[src/pqe_pkg.sv]
package pqe_pkg;

   localparam int MAX_SUB_DIMS  = 8;
   localparam int MAX_SUBSPACES = 64;
   localparam int NUM_CODES     = 256;

   localparam int VAL_W  = 16;
   localparam int DIMS_W = 4;
   localparam int ELEM_W = $clog2(MAX_SUB_DIMS);
   localparam int CODE_W = $clog2(NUM_CODES);
   localparam int SP_W   = $clog2(MAX_SUBSPACES);
   localparam int MAG_W  = VAL_W;
   localparam int SQ_W   = 2 * MAG_W;
   localparam int DIST_W = SQ_W + $clog2(MAX_SUB_DIMS);

   localparam int CB_DEPTH = MAX_SUBSPACES * NUM_CODES * MAX_SUB_DIMS;
   localparam int CB_AW    = SP_W + CODE_W + ELEM_W;

   localparam int REQ_TDATA_W = 40;
   localparam int RSP_TDATA_W = 16;

   localparam logic [DIMS_W-1:0] SUB_DIMS_RESET = 4'd2;

   localparam logic OP_LOAD   = 1'b0;
   localparam logic OP_SAMPLE = 1'b1;

   typedef enum logic [2:0] {
      ST_IDLE   = 3'b001,
      ST_SEARCH = 3'b010,
      ST_WAIT   = 3'b100
   } pqe_state_type;

   // tag that follows one codebook read down the distance pipeline
   typedef struct packed {
      logic              valid;
      logic              last_elem;
      logic [CODE_W-1:0] code;
   } pqe_tag_type;

   // outcome of a finished search
   typedef struct packed {
      logic              done;
      logic [CODE_W-1:0] code;
   } pqe_best_type;

endpackage

[src/pqe_dist.sv]
module pqe_dist import pqe_pkg::*; (
   input  logic               clock,
   input  logic               reset,
   input  logic [VAL_W-1:0]   cb_data,
   input  logic [VAL_W-1:0]   sv_data,
   input  pqe_tag_type        tag,
   output pqe_best_type       best
);

   logic signed [VAL_W:0]  diff;
   logic [VAL_W:0]         diff_abs;
   logic [MAG_W-1:0]       mag_in;
   logic [MAG_W-1:0]       mag_ff;
   logic [SQ_W-1:0]        sq_in;
   logic [SQ_W-1:0]        sq_ff;
   logic [DIST_W-1:0]      sum;
   logic [DIST_W-1:0]      acc_in;
   logic [DIST_W-1:0]      acc_ff;
   logic [DIST_W-1:0]      best_dist_in;
   logic [DIST_W-1:0]      best_dist_ff;
   logic [CODE_W-1:0]      best_code_in;
   logic [CODE_W-1:0]      best_code_ff;
   logic                   done_in;
   logic                   done_ff;
   pqe_tag_type            tag2_ff;
   pqe_tag_type            tag3_ff;

   // difference magnitude always fits the element width
   always_comb begin
      diff     = $signed({sv_data[VAL_W-1], sv_data}) - $signed({cb_data[VAL_W-1], cb_data});
      diff_abs = diff[VAL_W] ? (~diff + 1'b1) : diff;
      mag_in   = diff_abs[MAG_W-1:0];
      sq_in    = mag_ff * mag_ff;
   end

   always_comb begin
      sum          = acc_ff + DIST_W'(sq_ff);
      acc_in       = acc_ff;
      best_dist_in = best_dist_ff;
      best_code_in = best_code_ff;
      done_in      = 1'b0;
      if (tag3_ff.valid) begin
         if (tag3_ff.last_elem) begin
            acc_in = '0;
            // first codeword always taken, later ones only when strictly closer
            if (tag3_ff.code == '0 || sum < best_dist_ff) begin
               best_dist_in = sum;
               best_code_in = tag3_ff.code;
            end
            done_in = (tag3_ff.code == CODE_W'(NUM_CODES - 1));
         end else begin
            acc_in = sum;
         end
      end
   end

   always_ff @(posedge clock) begin
      if (reset) begin
         tag2_ff <= '0;
         tag3_ff <= '0;
         acc_ff  <= '0;
         done_ff <= 1'b0;
      end else begin
         tag2_ff <= tag;
         tag3_ff <= tag2_ff;
         acc_ff  <= acc_in;
         done_ff <= done_in;
      end
   end

   always_ff @(posedge clock) begin
      mag_ff       <= mag_in;
      sq_ff        <= sq_in;
      best_dist_ff <= best_dist_in;
      best_code_ff <= best_code_in;
   end

   assign best.done = done_ff;
   assign best.code = best_code_ff;

endmodule

[config.mk]
export PLATFORM = sky130hd
export DESIGN_NAME = pqe_dist
export DESIGN_NICKNAME = d
export VERILOG_FILES = /design/src/pqe_pkg.sv /design/src/pqe_dist.sv
export SDC_FILE = /design/constraint.sdc
export NUM_CORES = 1
export LEC_CHECK = 0
export BUFFER_PORTS_ARGS = -buffer_cell sky130_fd_sc_hd__buf_2
export CORE_ASPECT_RATIO = 0.75
export CORE_MARGIN = 4
export CORE_UTILIZATION = 50
export CTS_BUF_LIST = sky130_fd_sc_hd__clkbuf_4 sky130_fd_sc_hd__clkbuf_8
export DETAILED_ROUTE_END_ITERATION = 7
export PLACE_DENSITY = 0.64
export SLEW_MARGIN = 20
export SYNTH_ARGS = -nofsm -noshare
export SYNTH_HDL_FRONTEND = slang
export SYNTH_SLANG_ARGS = --single-unit
[constraint.sdc]
create_clock -name clock -period 11.3 [get_ports clock]
set_clock_uncertainty 0.15 [all_clocks]
set_input_delay 2.825 -clock clock [delete_from_list [all_inputs] [get_ports clock]]
set_output_delay 2.825 -clock clock [all_outputs]
set_load 0.005 [all_outputs]
# After elaboration in Yosys (flattened, before gate mapping)
# Index checks and enable logic that the tools add are counted.
[word_totals]
out_inout_bits = 9
elab_cells = 27
regBits = 147
[classes]
order_cmp = 1
reduce_logical = 4
multipliers = 1
mux = 2
n_bitwise = 3
addsub = 3
eq_ne = 1
[op_table]
columns = ["cell", "n"]
rows = [
  ["$add 35x32->35", 1],
  ["$lt 35x35->1", 1],
  ["$mux 35", 1],
  ["$mul 16x16->32", 1],
  ["$sub 16x16->17", 1],
  ["$add 16x1->16 const B", 1],
  ["$mux 16", 1],
  ["$not 16->16", 1],
  ["$eq 8x8->1 const B", 1],
  ["$logic_not 8->1", 1],
  ["$reduce_and 3->1", 1],
  ["$reduce_or 3->1", 1],
  ["$not 1->1", 2],
  ["$logic_or 1x1->1", 1],
]

# Logic depth before layout (Yosys ltp)
# Gate-level depths: netlist (run 1).
[depth]
depth_word = 4
ltp_mapped = 26
depth_no_buf = 24

# Worst setup path before layout (run 1)
# OpenSTA, ideal clock, no wires.
[synth_timing]
path_type = "reg-to-reg"
start = "register mag_ff[1]"
end = "register sq_ff[31]"
path_stages_with_launch = 25
path_buffers = 2
arrival_ns = 6.186
setup_slack_ns = 4.892
path_cell_list = "dfxtp_1 -> clkbuf_1 -> clkbuf_1 -> nand2_1 -> inv_1 -> fa_1 -> inv_1 -> fa_1 -> inv_1 -> fa_1 -> fa_1 -> fa_1 -> inv_1 -> fa_1 -> inv_1 -> ha_1 -> a21o_1 -> a21o_1 -> a221oi_1 -> a211oi_1 -> o21ai_0 -> a21oi_1 -> a211o_1 -> a21oi_1 -> xnor2_1"
[synth_via]
elab_chain_cells = 1
[synth_rtl]
columns = ["element", "line", "text"]
rows = [
  ["start: declaration", "pqe_dist.sv:13", "logic [MAG_W-1:0] mag_ff;"],
  ["start signal: assignment", "pqe_dist.sv:72", "mag_ff <= mag_in;"],
  ["$mul 16x16->32", "pqe_dist.sv:33", "sq_in = mag_ff * mag_ff;"],
  ["net sq_in[31]", "pqe_dist.sv:14", "logic [SQ_W-1:0] sq_in;"],
  ["end signal: assignment", "pqe_dist.sv:73", "sq_ff <= sq_in;"],
  ["end: declaration", "pqe_dist.sv:15", "logic [SQ_W-1:0] sq_ff;"],
]
# The timed path passes the listed nets, and every way through them passes these cells.
# A chain may end at the register's enable or synchronous reset.

# Worst setup path after layout (run 1)
[layout_timing]
start = "register mag_ff[12]"
end = "register sq_ff[31]"
# Same word-level chain as after synthesis.

==> impl_metrics.ini, run 1 <==
[floorplanning]
die_h_um = 158.5
die_w_um = 208.6
coreArea_mm2 = 0.02939
placement_rows = 54
start_util = 0.5135
io-pin-count = 53
die-area_mm2 = 0.03306

[clock_network]
clk_pin_slew_ns = 0.10
tritoncts = done
cts_made_buffers = 17
clk_latency_ns = 0.48
cts.sinks = 146
clockBufferDepth = 2
hold_buffers = 0
clockRootBuffer = clkbuf_8
htreeDepth = 4
cts_setup_buffers = 0
cts_resized = 0

[detailed_routing]
postRouteAntennaNets = 0
avgRoutedWirePerCell_um = 14.75
drt_iter0_markers = 627
drcViolationCount = 0
firstDrtPassIters = 7
viasPerCell = 5.245
wl_um = 30740
via_count = 10930

[yosys]
synth_common_cells = 324 x inv_1, 183 x ha_1, 165 x fa_1
synthCells = 1644
synth_ff_type = dfxtp_1
synth_top_area_cell = fa_1
yosysMostFrequentCell = inv_1
yosysTopAreaCellShare = 0.2189
ys_warn_count = 0
synth_area_mm2 = 0.01509
synth-seq-cells = 146
synth_fp_nets = 2036
syn_area_per_cell_um2 = 9.180
yosys-top-cells-area = fa_1 22%, ha_1 15%, dfxtp_1 14%
synth-edff-count = 43
synth_cell_type_count = 70
ys_seq_area_frac = 0.2222
async_flop_share = 0

[timing]
post-route-period-util = 0.6407
slew_violations = 0
min_period_ns = 7.240
hold_viol_final = 0
finalSetupViolations = 0
fin_ws_ns = 4.060
tightestPinTransition_ns = 0.9465
fmax_mhz = 138.1
whs_ns = 0.2907
fin_setup_tns_ns = 0
rsz0062_at_grt = false
slew_headroom = 0.3690

[critical_path]
cp_slowest_cell = a221oi_1
cpPeakStageDelay_ns = 0.83
rr_worst_depth = 22
worst_ep_arrival_time_ns = 7.51
rrSetupSlack_ns = 4.06
r2r-end = sq_ff[31]
path_cells = inv_1, nor2_1, inv_1, fa_1, fa_1, inv_1, ha_1, fa_1, fa_1, inv_1, fa_1, inv_1, ha_1, nand4_1, a21oi_1, a221oi_1, a211oi_1, o21ai_0, a21oi_1, a211o_1, a21oi_1, xnor2_1
required_ns = 11.57
cp-start-kind = flop
r2r_start = mag_ff[12]
endpoint_kind = flop
crit_fanout = 12
crit_type = flop to flop

[finish]
num_antenna_cells = 0
fillerInstances = 2704
utilization = 0.5486
drive_gt1_frac = 0.06738
nNetsFinal = 2071
area_delta_synth_final_pct = 6.832

[placed_design]
place.gp.congestion = 0.8941
port_buffers = 52
dp_slack_ns = 4.151
hpwl_um = 24730

[hold_path]
hold_path_depth = 1
hold_end = tag3_ff[3]
min-delay-start = tag2_ff[3]
hold_class = flop to flop

[grt]
grt_util_all_layers = 0.1967
overflow = 0
antenna_found_initial = 0
grt_pass1_wl_um = 53350
grt_pass1_vias = 11200
grt_max_degree = 44

[run_status]
status = finished, final reports clean

[run]
cap_violations = 0
-- stage by stage --
step	cell area [um^2]	instances
after detailed placement	15720	2051
after global placement	15720	2051
final	16120	2084
after CTS	16100	2083
after floorplan	15090	1644
after global routing	16120	2084
-- logic make-up after synthesis --
kind of cell | after synthesis | share of synthesized area
xor gates and xnor gates | 89 | 0.05256
muxes | 4 | 0.002736
adders and majority gates | 348 | 0.3706
buffers and inverters | 367 | 0.09161
DFF | 146 | 0.2222
and+or+nand+nor | 396 | 0.1322
AOI/OAI and AO/OA | 294 | 0.1281
-- routing by layer --
metal  wire, um  track usage  up-vias
met4        537      0.05155        0
met5          0            0        -
met3       1237      0.03762       38
li1           -            -     5440
met2      13530       0.3096      179
met1      15430       0.2830     5274
-- critical path, delay by kind of cell (launching register included) --
kind / cells / cell delay [ns]
AO/OA/AOI/OAI: 7 / 2.08
XOR/XNOR: 1 / 0.13
adder cells (fa/ha/maj): 7 / 3.25
buffers and inverters: 5 / 0.53
flip-flops: 1 / 0.61
AND/OR/NAND/NOR: 2 / 0.41
-- cell type report --
class                   instances  area [um^2]  area share
inverters                     326         1224     0.07590
clock buffers                  18        247.7     0.01537
repair buffers                 57        310.3     0.01925
multi-input cells            1131        10360      0.6424
flip-flops and latches        146         3353      0.2080
well taps                     392        490.5     0.03042
clock inverters                14        140.1    0.008692
-- placed cells by master (no fill, tap or decap), types with 19 or more instances in the layout --
| cell type | netlist | final |
|---|---|---|
| a21o_1 | 43 | 43 |
| a21oi_1 | 89 | 89 |
| and2_1 | 43 | 43 |
| buf_2 | 1 | 52 |
| dfxtp_1 | 103 | 103 |
| edfxtp_1 | 43 | 43 |
| fa_1 | 165 | 165 |
| ha_1 | 183 | 183 |
| inv_1 | 324 | 324 |
| nand2_1 | 114 | 114 |
| nor2_1 | 84 | 84 |
| nor2b_1 | 49 | 49 |
| nor3_1 | 19 | 19 |
| o21ai_0 | 45 | 45 |
| xnor2_1 | 58 | 58 |
| xor2_1 | 30 | 30 |
-- flip-flops by register name, summed over array words and instances, names as in the netlist --
| register | cells |
|---|---|
| sq_ff | 31 |
| done_ff | 1 |
| acc_ff | 35 |
| best_code_ff | 8 |
| best_dist_ff | 35 |
| tag2_ff | 10 |
| mag_ff | 16 |
| tag3_ff | 10 |
-- worst max-delay path by stage --
stage	from	slack (ns)	cells past startpoint	end
after floorplan	mag_ff[1]	4.89	24	sq_ff[31]
after global placement	mag_ff[5]	4.26	23	sq_ff[31]
after detailed placement	mag_ff[0]	4.15	22	sq_ff[31]
after CTS	mag_ff[0]	4.12	22	sq_ff[31]
after global routing	mag_ff[4]	3.55	22	sq_ff[31]
final	mag_ff[12]	4.06	22	sq_ff[31]
Power of run 1 is left out: the tool's default activity adds up to more than one toggle a clock period on the data nets, which glitch-free logic cannot reach.
==> inputs of run 2 (changes only) <==
--- a/config.mk
+++ b/config.mk
@@ -11,7 +11,7 @@
 export CORE_UTILIZATION = 50
 export CTS_BUF_LIST = sky130_fd_sc_hd__clkbuf_4 sky130_fd_sc_hd__clkbuf_8
 export DETAILED_ROUTE_END_ITERATION = 7
-export PLACE_DENSITY = 0.64
+export PLACE_DENSITY = 0.66
 export SLEW_MARGIN = 20
 export SYNTH_ARGS = -nofsm -noshare
 export SYNTH_HDL_FRONTEND = slang
==> constraint.sdc (replaced) <==
create_clock -name clock -period 6.5 [get_ports clock]
set_clock_uncertainty 0.15 [all_clocks]
set_input_delay 1.625 -clock clock [delete_from_list [all_inputs] [get_ports clock]]
set_output_delay 1.625 -clock clock [all_outputs]
set_load 0.005 [all_outputs]
==> run 2 against run 1 <==
Effect of this change:
- global-route usage increased by 0.055 points
- final cell count rose by 1.8%
- register-to-register slack worse by 3.8 ns
- maximum frequency is 16% higher
- clock-buffer cell count is 1 lower
- critical path type unchanged
- critical endpoint unchanged
- highest routed layer unchanged
==> impl_metrics.ini, run 2 (synthesized netlist as in run 1, its figures left out) <==
[hold_path]
hold_class = flop to flop

[finish]
fillerInstances = 2669
reg.largest.list = acc_ff (35), best_dist_ff (35), sq_ff (31)
mostFrequentLayoutCells = 323 x inv_1, 181 x ha_1, 165 x fa_1
area_delta_synth_final_pct = 9.128
drive_gt1_frac = 0.1035
num_antenna_cells = 0
utilization = 0.5604
nNetsFinal = 2108
layout_commonest_cell = inv_1

[grt]
antenna_found_initial = 0
grt_pass1_vias = 11510
overflow = 0
grt_util_all_layers = 0.1973
grt_max_degree = 38
grt_pass1_wl_um = 53930

[clock_network]
htreeDepth = 4
clockBufferDepth = 2
clockRootBuffer = clkbuf_8
hold_buffers = 0
cts.sinks = 146
clk_pin_slew_ns = 0.09
tritoncts = done
clk_latency_ns = 0.47
cts_made_buffers = 17

[detailed_routing]
firstDrtPassIters = 5
avgRoutedWirePerCell_um = 14.59
drt_iter0_markers = 651
via_count = 11110
wl_um = 30940
drcViolationCount = 0
postRouteAntennaNets = 0
viasPerCell = 5.240

[placed_design]
port_buffers = 52
hpwl_um = 24940
place.gp.congestion = 0.8810

[timing]
min_period_ns = 6.257
whs_ns = 0.2909
hold_viol_final = 0
tightestPinTransition_ns = 0.7914
fmax_mhz = 159.8
fin_setup_tns_ns = 0
finalSetupViolations = 0
slew_headroom = 0.4700
post-route-period-util = 0.9626
slew_violations = 0

[floorplanning]
io-pin-count = 53
die-area_mm2 = 0.03306
die_w_um = 208.6
placement_rows = 54
coreArea_mm2 = 0.02939
start_util = 0.5135
die_h_um = 158.5

[critical_path]
endpoint_kind = flop
required_ns = 6.74
crit_fanout = 8
crit_type = flop to flop
worst_ep_arrival_time_ns = 6.50
cp-start-kind = flop

[run]
cap_violations = 0

[run_status]
status = finished, final reports clean
[run 2: final timing paths]
kind                                  from          to  slack, ns  depth (start not counted)
worst min-delay path            tag2_ff[9]  tag3_ff[9]       0.29                          1
worst max-delay path             mag_ff[5]   sq_ff[31]       0.24                         25
worst max register to register   mag_ff[5]   sq_ff[31]       0.24                         25
worst min register to register  tag2_ff[9]  tag3_ff[9]       0.29                          1
[run 2: layout make-up]
| cell class | count | area (um^2) | share of cell area |
|---|---|---|---|
| clock buffers | 17 | 234.0 | 0.01421 |
| clock inverters | 15 | 125.1 | 0.007597 |
| inverters | 326 | 1224 | 0.07430 |
| multi-input cells | 1131 | 10420 | 0.6326 |
| flip-flops and latches | 146 | 3390 | 0.2058 |
| well taps | 392 | 490.5 | 0.02978 |
| repair buffers | 94 | 588.1 | 0.03571 |
[run 2: routing by layer]
layer,part of all wire,GRT usage
met4,0.011,0.03882
met1,0.50,0.2796
met5,0,0
met2,0.45,0.3226
met3,0.040,0.03683
[run 2: through the flow]
step	setup WS, ns	std cells	cell area [um^2]
after CTS	0.009659	2117	16350
after global routing	-0.04302	2121	16470
after floorplan	0.09200	1644	15090
final	0.2434	2121	16470
after detailed placement	-0.1303	2085	15980
after global placement	0.01500	2085	15980
[run 2: repair_timing]
action | in CTS | in global routing
pin swaps | 0 | 5
buffers inserted | 0 | 4
gates cloned | 0 | 0
gates resized for setup | 8 | 30
endpoints found under the setup margin | 6 | 9
[run 2: worst max-delay path, stage by stage, from the launching register on]
cell      delay (ns)
dfxtp_4         0.39
buf_4           0.16
buf_4           0.15
nand2_1         0.10
inv_1           0.06
fa_1            0.47
inv_1           0.05
fa_1            0.55
inv_1           0.05
ha_1            0.21
fa_1            0.47
fa_1            0.50
inv_1           0.06
fa_1            0.53
inv_1           0.04
ha_1            0.34
o21ai_0         0.30
a21oi_1         0.15
a221oi_2        0.33
buf_4           0.19
a211oi_2        0.09
o21ai_2         0.17
a21oi_1         0.10
a211o_1         0.28
a21oi_2         0.14
xnor2_1         0.13
Power of run 2 is left out for the same reason.
==> inputs of run 3 (changes only) <==
--- a/config.mk
+++ b/config.mk
@@ -11,7 +11,7 @@
 export CORE_UTILIZATION = 50
 export CTS_BUF_LIST = sky130_fd_sc_hd__clkbuf_4 sky130_fd_sc_hd__clkbuf_8
 export DETAILED_ROUTE_END_ITERATION = 7
-export PLACE_DENSITY = 0.66
+export PLACE_DENSITY = 0.71
 export SLEW_MARGIN = 20
 export SYNTH_ARGS = -nofsm -noshare
 export SYNTH_HDL_FRONTEND = slang
==> run 3 against run 2 <==
Effect of this change:
- first-iteration DRC count down 0.92%
- via count increased by 0.84%
- core utilization increased by 0.44 points
- non-clock buffer count is 5 higher
- highest routed layer unchanged
- sequential cell count did not move
- routed wire length increased by 0.23%
- global-route usage rose by 0.051 points
- critical path depth is 2 lower
- sequential share of layout area is 0.16 points lower
- die area is the same
- clock-buffer cell count up 3
- maximum frequency shrank 0.25%
==> impl_metrics.ini, run 3 (synthesized netlist as in run 1, its figures left out) <==
[run_status]
status = finished, final reports clean

[timing]
min_period_ns = 6.272
rsz0062_at_grt = true
fin_setup_tns_ns = 0
fmax_mhz = 159.4
post-route-period-util = 0.9650
slew_headroom = 0.4707
tightestPinTransition_ns = 0.7903
finalSetupViolations = 0
hold_viol_final = 0
slew_violations = 0

[detailed_routing]
wl_um = 31010
firstDrtPassIters = 5
wl_met3_um = 1375
drcViolationCount = 0
wl_met1_um = 14600
viasPerCell = 5.269
avgRoutedWirePerCell_um = 14.58
dr.max_layer_used = met4
via_count = 11210
postRouteAntennaNets = 0
wl_met2_um = 14590
drt_iter0_markers = 645

[run]
cap_violations = 0

[critical_path]
cpLargestDelayFamily = adder cells
crit_type = flop to flop
path_cells = buf_4, and2_1, inv_1, fa_1, inv_1, fa_1, inv_1, fa_1, inv_1, fa_1, fa_1, ha_1, ha_1, a2111oi_2, inv_1, a211oi_2, a211oi_2, buf_4, o21ai_2, a21oi_1, a211o_1, a21oi_1, xnor2_1
worst_ep_arrival_time_ns = 6.52
required_ns = 6.75
endpoint_kind = flop
cp_slowest_cell = fa_1
cp.depth = 23
rr_worst_depth = 23
cpPeakStageDelay_ns = 0.53
crit_fanout = 6
crit_buf_inv = 7
cp-start-kind = flop

[clock_network]
clockBufferDepth = 2
cts_made_buffers = 17
htreeDepth = 4
cts.sinks = 146
cts_setup_buffers = 0
hold_buffers = 0
clk_latency_ns = 0.46
tritoncts = done
clockRootBuffer = clkbuf_8
clk_pin_slew_ns = 0.09

[hold_path]
hold_class = flop to flop
hold_path_depth = 1

[grt]
grt_pass1_wl_um = 53780
overflow = 0
grt_max_degree = 60
grt_pass1_vias = 11440
antenna_found_initial = 0
grt_util_all_layers = 0.1978

[floorplanning]
die-area_mm2 = 0.03306
die_h_um = 158.5
start_util = 0.5135
die_w_um = 208.6
coreArea_mm2 = 0.02939
io-pin-count = 53
placement_rows = 54

[finish]
register_area_mm2 = 0.003390
reg.largest.list = acc_ff (35), best_dist_ff (35), sq_ff (31)
mostFrequentLayoutCells = 324 x inv_1, 183 x ha_1, 165 x fa_1
area_delta_synth_final_pct = 9.990
drive_gt1_frac = 0.1032
utilization = 0.5648
final_cells = 2127
fillerInstances = 2588
nNetsFinal = 2113
multi_input_area_mm2 = 0.01040
layout_commonest_cell = inv_1
final_area_mm2 = 0.01660

[placed_design]
port_buffers = 52
hpwl_um = 25160
place.gp.congestion = 0.9162
dp.cells = 2094
placed_area_mm2 = 0.01605
[run 3: per-layer routing]
metal / up-vias / track usage
met1: 5431 / 0.2709
met4: 0 / 0.04689
met2: 216 / 0.3297
met5: - / 0
met3: 34 / 0.03861
li1: 5526 / -
[run 3: metrics by stage]
stage	hold slack, ns	worst slack [ns]
finish	0.2932	0.2276
global route	0.3132	-0.05383
CTS	0.2967	0.002470
detailed placement	0.2742	-0.1113
global placement	0.2667	0.02115
floorplan	0.2239	0.09200
[run 3: worst paths after layout]
check / from / endpoint / slack [ns]
max: mag_ff[5] / sq_ff[31] / 0.23
min: tag2_ff[8] / tag3_ff[8] / 0.29
max reg2reg: mag_ff[5] / sq_ff[31] / 0.23
min reg2reg: tag2_ff[8] / tag3_ff[8] / 0.29
[run 3: area by class of cell]
cell class,count,share of cell area
inverters,326,0.07372
repair buffers,99,0.03769
diodes,1,0.0001507
clock inverters,12,0.01229
flip-flops and latches,146,0.2042
well taps,392,0.02955
clock buffers,20,0.01621
multi-input cells,1131,0.6262
[run 3: what timing repair did]
action | CTS | global route
endpoints found under the setup margin | 6 | 7
resized for setup | 14 | 21
endpoints found under the hold margin | 0 | 0
cloned | 0 | 0
[run 3: worst reg2reg max path: stages (launching register included)]
cell and delay [ns]:
dfxtp_2 0.40, buf_4 0.17, and2_1 0.16, inv_1 0.07, fa_1 0.51, inv_1 0.06
fa_1 0.53, inv_1 0.05, fa_1 0.52, inv_1 0.05, fa_1 0.50, fa_1 0.49
ha_1 0.31, ha_1 0.35, a2111oi_2 0.35, inv_1 0.13, a211oi_2 0.31, a211oi_2 0.13
buf_4 0.15, o21ai_2 0.16, a21oi_1 0.09, a211o_1 0.26, a21oi_1 0.17, xnor2_1 0.13
Power of run 3 is left out for the same reason.
